`src/rtl/lobm_pkg.sv`:
```
package lobm_pkg;

    localparam int BOOK_SLOTS_DEF = 16;

    localparam logic [1:0] LIMIT      = 2'd0;
    localparam logic [1:0] MARKET     = 2'd1;
    localparam logic [1:0] CANCEL     = 2'd2;
    localparam logic [1:0] MODE_SPARE = 2'd3;
    localparam logic BUY  = 1'b0;
    localparam logic SELL = 1'b1;

    typedef enum logic [2:0] {
        K_ACCEPTED  = 3'd0,
        K_CANCELLED = 3'd1,
        K_REJECTED  = 3'd2,
        K_FILL      = 3'd3,
        K_BOOKFULL  = 3'd4
    } kind_t;

endpackage

```
`src/rtl/limit_order_book_matcher_unit.sv`:
```
// channel  dir  handshake              word fields
// in       in   in_valid / in_ready    mode side order_ref price quantity
// out      out  out_valid / out_ready  kind owner_id fill_quantity fill_price
//                                      counterparty_id last
//
// one order at a time: in_ready is high only while the sequencer is idle
// a slot scan reads the slot memory one entry a cycle
// cancel: accept, one scan, a decide step, a closing step
// limit/market: accept, then per match one scan, a decide step and the taker
// and maker fill steps; a final scan and decide unless the last match fills the
// order; a closing step (zero quantity goes straight to closing)
// the newest word waits in a hold register until the next word or the end of
// the order settles its last flag; a cycle that moves a word stalls while
// hold and output registers are both full and out_ready is low
// reset clears the valid bits, arrival counter and word registers; slot
// contents stay undefined until written
module limit_order_book_matcher_unit #(
    parameter int BOOK_SLOTS = lobm_pkg::BOOK_SLOTS_DEF
) (
    input  logic        clk,
    input  logic        rst_n,
    input  logic        in_valid,
    output logic        in_ready,
    input  logic [1:0]  mode,
    input  logic        side,
    input  logic [31:0] order_ref,
    input  logic [31:0] price,
    input  logic [31:0] quantity,
    output logic        out_valid,
    input  logic        out_ready,
    output logic [2:0]  kind,
    output logic [31:0] owner_id,
    output logic [31:0] fill_quantity,
    output logic [31:0] fill_price,
    output logic [31:0] counterparty_id,
    output logic        last
);
    import lobm_pkg::*;

    localparam int IW = (BOOK_SLOTS > 1) ? $clog2(BOOK_SLOTS) : 1;
    localparam int CW = IW + 1;
    localparam logic [CW-1:0] SLOTS_C  = CW'(BOOK_SLOTS);
    localparam logic [IW-1:0] LAST_IDX = IW'(BOOK_SLOTS - 1);

    typedef struct packed {
        logic        sd;
        logic [31:0] id;
        logic [31:0] px;
        logic [31:0] rem;
        logic [31:0] arr;
    } slot_t;

    typedef struct packed {
        kind_t       k;
        logic [31:0] owner;
        logic [31:0] qty;
        logic [31:0] px;
        logic [31:0] other;
    } word_t;

    typedef enum logic [2:0] {
        S_IDLE, S_SCAN, S_DECIDE, S_FILL_T, S_FILL_M, S_DONE
    } state_t;

    // slot memory, one read port, one write port
    slot_t             mem [BOOK_SLOTS];
    slot_t             rd_reg;
    logic [IW-1:0]     raddr;
    logic              we;
    logic [IW-1:0]     waddr;
    slot_t             wdata;

    state_t                state_reg;
    logic [BOOK_SLOTS-1:0] valid_reg;
    logic [31:0]           arrival_reg;
    logic [1:0]            mode_reg;
    logic                  side_reg;
    logic [31:0]           id_reg, px_reg, qty_reg, f_reg;
    logic [CW-1:0]         cnt_reg;     // next address to read
    logic                  rv_reg;      // rd_reg holds entry ridx_reg
    logic [IW-1:0]         ridx_reg;
    logic                  found_reg;
    logic [IW-1:0]         best_reg;
    slot_t                 bestd_reg;
    logic                  hv_reg;      // hold register full
    word_t                 hold_reg;
    logic                  ov_reg;
    word_t                 out_reg;
    logic                  ol_reg;

    logic          hv_next;
    word_t         hold_next;
    logic          ov_next;
    word_t         out_next;
    logic          ol_next;

    logic          is_cancel;
    logic          entry_live;
    logic          better;
    logic          take;
    logic          px_ok;
    logic          decide_fill;
    logic          rest_go;
    logic [31:0]   fmin;
    logic          free_found;
    logic [IW-1:0] free_idx;
    logic          can_out;
    logic          emit_ok;
    logic          emit_go;
    logic          finish_go;
    word_t         emit_word;

    always_ff @(posedge clk)
    begin
        if (we)
        begin
            mem[waddr] <= wdata;
        end
        rd_reg <= mem[raddr];
    end

    assign raddr      = (cnt_reg < SLOTS_C) ? cnt_reg[IW-1:0] : '0;
    assign is_cancel  = (mode_reg == CANCEL);
    assign entry_live = rv_reg && valid_reg[ridx_reg];

    // best price first (lowest ask for a buyer, highest bid for a seller), then oldest
    always_comb
    begin
        if (!found_reg)
            better = 1'b1;
        else if (rd_reg.px != bestd_reg.px)
            better = side_reg ? (rd_reg.px > bestd_reg.px) : (rd_reg.px < bestd_reg.px);
        else
            better = rd_reg.arr < bestd_reg.arr;
    end

    // cancel keeps the lowest matching index, matching keeps the best opposite order
    assign take = entry_live && (is_cancel ? (!found_reg && rd_reg.id == id_reg)
                                           : (rd_reg.sd != side_reg && better));

    assign fmin  = (qty_reg < bestd_reg.rem) ? qty_reg : bestd_reg.rem;
    assign px_ok = (mode_reg != LIMIT) ||
                   (side_reg == BUY ? bestd_reg.px <= px_reg : bestd_reg.px >= px_reg);
    assign decide_fill = found_reg && px_ok;

    // lowest free slot for a resting remainder
    always_comb
    begin
        free_found = 1'b0;
        free_idx   = '0;
        for (int i = BOOK_SLOTS - 1; i >= 0; i--)
        begin
            if (!valid_reg[i])
            begin
                free_found = 1'b1;
                free_idx   = IW'(i);
            end
        end
    end

    assign rest_go = (state_reg == S_DECIDE) && !is_cancel && !decide_fill &&
                     (mode_reg == LIMIT) && free_found;

    assign can_out  = !ov_reg || out_ready;
    assign emit_ok  = !hv_reg || can_out;
    assign in_ready = (state_reg == S_IDLE);

    // word produced this cycle
    always_comb
    begin
        emit_go   = 1'b0;
        finish_go = 1'b0;
        emit_word = '{k: K_ACCEPTED, owner: id_reg, qty: '0, px: '0, other: '0};
        case (state_reg)
            S_IDLE:
            begin
                if (in_valid && mode != CANCEL)
                begin
                    emit_go         = 1'b1;
                    emit_word.owner = order_ref;
                    emit_word.k     = (mode inside {LIMIT, MARKET}) ? K_ACCEPTED : K_REJECTED;
                end
            end
            S_DECIDE:
            begin
                if (is_cancel)
                begin
                    emit_go     = emit_ok;
                    emit_word.k = found_reg ? K_CANCELLED : K_REJECTED;
                end
                else if (!decide_fill && mode_reg == LIMIT && !free_found)
                begin
                    emit_go     = emit_ok;
                    emit_word.k = K_BOOKFULL;
                end
            end
            S_FILL_T:
            begin
                emit_go   = emit_ok;
                emit_word = '{k: K_FILL, owner: id_reg, qty: f_reg, px: bestd_reg.px,
                              other: bestd_reg.id};
            end
            S_FILL_M:
            begin
                emit_go   = emit_ok;
                emit_word = '{k: K_FILL, owner: bestd_reg.id, qty: f_reg, px: bestd_reg.px,
                              other: id_reg};
            end
            S_DONE:
            begin
                finish_go = can_out;
            end
            default: ;
        endcase
    end

    // hold to output: a new word pushes the held one out with last low,
    // the end of the order pushes it out with last high
    always_comb
    begin
        hv_next   = hv_reg;
        hold_next = hold_reg;
        ov_next   = ov_reg && !out_ready;
        out_next  = out_reg;
        ol_next   = ol_reg;
        if (emit_go)
        begin
            if (hv_reg)
            begin
                ov_next  = 1'b1;
                out_next = hold_reg;
                ol_next  = 1'b0;
            end
            hv_next   = 1'b1;
            hold_next = emit_word;
        end
        if (finish_go)
        begin
            ov_next  = 1'b1;
            out_next = hold_reg;
            ol_next  = 1'b1;
            hv_next  = 1'b0;
        end
    end

    // single write port: maker remainder update or a new resting order
    always_comb
    begin
        we        = 1'b0;
        waddr     = best_reg;
        wdata     = bestd_reg;
        wdata.rem = bestd_reg.rem - f_reg;
        if (state_reg == S_FILL_M && emit_ok)
            we = 1'b1;
        else if (rest_go)
        begin
            we    = 1'b1;
            waddr = free_idx;
            wdata = '{sd: side_reg, id: id_reg, px: px_reg, rem: qty_reg, arr: arrival_reg};
        end
    end

    always_ff @(posedge clk or negedge rst_n)
    begin
        if (!rst_n)
        begin
            state_reg   <= S_IDLE;
            valid_reg   <= '0;
            arrival_reg <= '0;
            mode_reg    <= '0;
            side_reg    <= 1'b0;
            id_reg      <= '0;
            px_reg      <= '0;
            qty_reg     <= '0;
            f_reg       <= '0;
            cnt_reg     <= '0;
            rv_reg      <= 1'b0;
            ridx_reg    <= '0;
            found_reg   <= 1'b0;
            best_reg    <= '0;
            bestd_reg   <= '0;
            hv_reg      <= 1'b0;
            hold_reg    <= '0;
            ov_reg      <= 1'b0;
            out_reg     <= '0;
            ol_reg      <= 1'b0;
        end
        else
        begin
            hv_reg   <= hv_next;
            hold_reg <= hold_next;
            ov_reg   <= ov_next;
            out_reg  <= out_next;
            ol_reg   <= ol_next;
            case (state_reg)
                S_IDLE:
                begin
                    if (in_valid && in_ready)
                    begin
                        mode_reg  <= mode;
                        side_reg  <= side;
                        id_reg    <= order_ref;
                        px_reg    <= price;
                        qty_reg   <= quantity;
                        cnt_reg   <= '0;
                        rv_reg    <= 1'b0;
                        found_reg <= 1'b0;
                        if (mode == CANCEL)
                            state_reg <= S_SCAN;
                        else if ((mode inside {LIMIT, MARKET}) && quantity != '0)
                            state_reg <= S_SCAN;
                        else
                            state_reg <= S_DONE;
                    end
                end
                S_SCAN:
                begin
                    if (cnt_reg < SLOTS_C)
                        cnt_reg <= cnt_reg + 1'b1;
                    rv_reg   <= (cnt_reg < SLOTS_C);
                    ridx_reg <= raddr;
                    if (take)
                    begin
                        found_reg <= 1'b1;
                        best_reg  <= ridx_reg;
                        bestd_reg <= rd_reg;
                    end
                    if (rv_reg && ridx_reg == LAST_IDX)
                        state_reg <= S_DECIDE;
                end
                S_DECIDE:
                begin
                    if (is_cancel)
                    begin
                        if (emit_ok)
                        begin
                            if (found_reg)
                                valid_reg[best_reg] <= 1'b0;
                            state_reg <= S_DONE;
                        end
                    end
                    else if (decide_fill)
                    begin
                        f_reg     <= fmin;
                        state_reg <= S_FILL_T;
                    end
                    else if (rest_go)
                    begin
                        valid_reg[free_idx] <= 1'b1;
                        arrival_reg         <= arrival_reg + 1'b1;
                        state_reg           <= S_DONE;
                    end
                    else if (mode_reg == LIMIT)
                    begin
                        // book full: the remainder is dropped
                        if (emit_ok)
                            state_reg <= S_DONE;
                    end
                    else
                        state_reg <= S_DONE;
                end
                S_FILL_T:
                begin
                    if (emit_ok)
                        state_reg <= S_FILL_M;
                end
                S_FILL_M:
                begin
                    if (emit_ok)
                    begin
                        qty_reg <= qty_reg - f_reg;
                        if (bestd_reg.rem == f_reg)
                            valid_reg[best_reg] <= 1'b0;
                        if (qty_reg == f_reg)
                            state_reg <= S_DONE;
                        else
                        begin
                            cnt_reg   <= '0;
                            rv_reg    <= 1'b0;
                            found_reg <= 1'b0;
                            state_reg <= S_SCAN;
                        end
                    end
                end
                S_DONE:
                begin
                    if (can_out)
                        state_reg <= S_IDLE;
                end
                default: state_reg <= S_IDLE;
            endcase
        end
    end

    assign out_valid       = ov_reg;
    assign kind            = out_reg.k;
    assign owner_id        = out_reg.owner;
    assign fill_quantity   = out_reg.qty;
    assign fill_price      = out_reg.px;
    assign counterparty_id = out_reg.other;
    assign last            = ol_reg;

    assert property (@(posedge clk) disable iff (!rst_n)
        (in_valid && in_ready) |=> (state_reg != S_IDLE))
        else $error("order accepted without effect");
    assert property (@(posedge clk) disable iff (!rst_n)
        (out_valid && !out_ready) |=> out_valid &&
            $stable({kind, owner_id, fill_quantity, fill_price, counterparty_id, last}))
        else $error("result word changed while waiting");
    assert property (@(posedge clk) disable iff (!rst_n)
        (state_reg == S_IDLE) |-> !hv_reg)
        else $error("word left in hold register");
    assert property (@(posedge clk) disable iff (!rst_n)
        (out_valid && kind == K_FILL) |-> (fill_quantity != '0))
        else $error("empty fill");
endmodule

```
`config.mk`:
```
export PLATFORM = sky130hd
export DESIGN_NAME = limit_order_book_matcher_unit
export DESIGN_NICKNAME = d
export VERILOG_FILES = /design/src/rtl/lobm_pkg.sv /design/src/rtl/limit_order_book_matcher_unit.sv
export SDC_FILE = /design/constraint.sdc
export NUM_CORES = 2
export LEC_CHECK = 0
export BUFFER_PORTS_ARGS = -buffer_cell sky130_fd_sc_hd__buf_2
export CORE_MARGIN = 2
export CORE_UTILIZATION = 55
export CTS_CLUSTER_SIZE = 12
export DETAILED_ROUTE_END_ITERATION = 12
export GPL_TIMING_DRIVEN = 0
export PLACE_DENSITY = 0.71
export SLEW_MARGIN = 20
export SYNTH_ARGS = -nofsm -noshare
export SYNTH_HDL_FRONTEND = slang
export SYNTH_SLANG_ARGS = --single-unit
```
`constraint.sdc`:
```
create_clock -name clk -period 11.1 [get_ports clk]
set_input_delay 1.665 -clock clk [delete_from_list [all_inputs] [get_ports clk]]
set_output_delay 1.665 -clock clk [all_outputs]
set_load 0.03 [all_outputs]
```
==> impl_metrics.ini <==
[timing]
slew_headroom = 0.0796
setup_ws_ps = 4590
fin_crit_ps = 6510
final_hold_viol_count = 0
skew_ps = 83.9
worstMarginPinSlew_ps = 1380
whs_ps = 459
finalSetupViolations = 0
post-route-period-util = 0.586
rsz0062_at_grt = false
finalMaxSlewViolations = 0
fin_tns_setup_ps = 0
max_freq_ghz = 0.154

[cells_and_area]
largest_reg_flops = 2064
syn_to_final_growth_pct = 16.0
final_common_cell = edfxtp_1
final_nets = 9343
fillCellCount = 15300
multiInputGateArea_um2 = 33600
seq_area_um2 = 79400
drive_gt1_frac = 0.146
layout_common_cells = edfxtp_1 (2064), nand2_1 (821), dfrtp_1 (591)

[setup_path]
r2r_cells = 15
critPathCapture = mem[8][82]
start_kind = flop
path_class = reg -> reg
r2r_start = bestd_reg[75]
critical_path_arrival_ps = 7150
cp_max_fo = 19
r2r_end = mem[8][82]
r2r_slack_ps = 4590
required_ps = 11750
endpoint_kind = flop
crit_start = bestd_reg[75]

[die]
die_h_um = 462
die_x_um = 462
rows = 168
dieArea_um2 = 213000
start_util = 0.552
core_um2 = 209000
num_io_pins = 237

[place]
place.gp.congestion = 1.02
place_ws_ps = 4780
hpwl_um = 311000
port_buffers = 236

[logic_synthesis]
syn-num-nets = 8593
yosysWarnings = 0
synthArstFlopShare = 0.212
synth-seq-cells = 2784
synth_edf_count = 2064
synthFlopType = edfxtp_1
yosysSeqAreaShare = 0.689
syn-instance-count = 8298
avgSynthCellArea_um2 = 13.9
netlist_area_um2 = 115000
yosys.cell_types.count = 76

[cts]
numCtsBuffers = 303
cts_max_path_buffers = 4
cts_root_buf = clkbuf_16
htree_levels = 5
cts_setup_buffers = 0
cts.clk_slew.worst_paths_ps = 60
tritoncts = built
insertion_delay_ps = 1000
clock-sinks = 2784
cts.hold.buffers_added = 0
post_cts_resized = 0

[global_routing]
gr-total-overflow = 0
antenna_found_initial = 66
grtUsageTotal = 0.391
grt_pass1_wl_um = 579000
grt_max_degree = 102
grt_pass1_vias = 78000

[flow_run]
drv_cap = 0

[pwr]
p_leak_uw = 0.0486
power.density_nw_per_um2 = 343
ir_drop_mv = 0.275

[status]
status = finished, final reports clean

[detailed_routing]
vias = 80300
final_antenna_net_count = 0
drt-total-wl_um = 421000
firstDrtPassIters = 8
drt_drc_violations_left = 0
wl_per_cell_um = 34.9
dr.first_iter.drc_count = 12400
vias_per_cell = 6.64

[hold_path]
worst_hold_path_type = reg -> reg
==> report_power, final <==
| part | internal, µW | switching (µW) |
|---|---|---|
| Clock | 5400 | 4020 |
| Sequential | 14800 | 1420 |
| Combinational | 5890 | 14400 |
==> per-stage QoR <==
step	total power, µW	instances	util	instance area [µm²]
floorplan	25700	8298	-	115000
global placement	34100	11300	0.574	120000
detailed placement	35600	11500	0.597	125000
CTS	44900	12000	0.639	134000
global route	47000	12100	0.640	134000
finish	45900	12100	0.640	134000
==> final cells by class <==
| cell class | instances | area share |
|---|---|---|
| buffer | 546 | 0.0167 |
| clock buffer | 448 | 0.0636 |
| timing repair buffer | 445 | 0.0395 |
| sequential | 2784 | 0.593 |
| multi-input combinational | 4771 | 0.251 |
| inverter | 197 | 0.00553 |
| clock inverter | 53 | 0.00310 |
| tap | 2805 | 0.0262 |
| antenna | 38 | 0.000711 |
==> critical path, cell delays in order (launching register included) <==
cell,delay [ps]
dfrtp_1,440
ha_1,330
a21oi_1,150
o21ai_0,120
a221oi_1,530
nor2_1,120
nor4b_1,540
nor3_4,180
nor4_4,770
clkbuf_1,720
a31oi_1,580
nor2_4,760
buf_12,270
buf_12,210
buf_16,200
buf_16,180
==> layer usage <==
metal | vias to the layer above | wire length (µm) | share of wire | GRT usage
met5 | - | 340 | 0.00081 | 0
met4 | 50 | 32500 | 0.077 | 0.261
met3 | 1323 | 61500 | 0.15 | 0.143
met2 | 5914 | 181000 | 0.43 | 0.573
met1 | 39700 | 146000 | 0.35 | 0.486
li1 | 33300 | - | - | -
==> cell usage after synthesis (13+ instances only) <==
cell,instances,area [µm²]
buf_2,35,175
edfxtp_1,2064,62000
nand3_1,113,566
a22oi_1,92,691
a221oi_1,231,2020
xnor2_1,70,613
nand4_1,54,338
a21oi_1,543,2720
mux2i_1,461,4610
nand2_1,824,3090
inv_1,196,736
and3_1,14,87.6
a311oi_1,79,692
nor2_1,275,1030
o221ai_1,133,1160
mux2_1,79,890
dfxtp_1,129,2580
a21o_1,46,345
xor2_1,46,403
nand2b_1,25,156
clkbuf_1,426,1600
dfrtp_1,591,14800
o21ai_0,382,1910
buf_1,76,285
mux2_2,309,3480
o21a_1,13,97.6
o22ai_1,82,513
a31oi_1,82,513
a22o_1,66,578
nor4_1,21,131
nor3_1,83,415
a211oi_1,189,1420
nor2b_1,135,845
ha_1,190,2380
==> worst min path at each step <==
stage                startpoint        endpoint  slack [ps]  cells after the start
global route        rd_reg[126]  bestd_reg[126]         480                      1
finish              rd_reg[126]  bestd_reg[126]         460                      1
floorplan            rd_reg[64]   bestd_reg[64]         440                      2
CTS                 rd_reg[126]  bestd_reg[126]         460                      1
detailed placement   rd_reg[54]   bestd_reg[54]         450                      1
global placement     rd_reg[54]   bestd_reg[54]         450                      1
==> cell families after synthesis <==
kind of cell               Yosys count  synth area share
DFF                               2784             0.689
xor gates and xnor gates           116           0.00882
and+or+nand+nor                   1591            0.0609
muxes                              860            0.0801
buffers and inverters              743            0.0252
adders and majority gates          192            0.0210
AOI/OAI and AO/OA                 2012             0.116
Power figures use the tool's default switching activity.
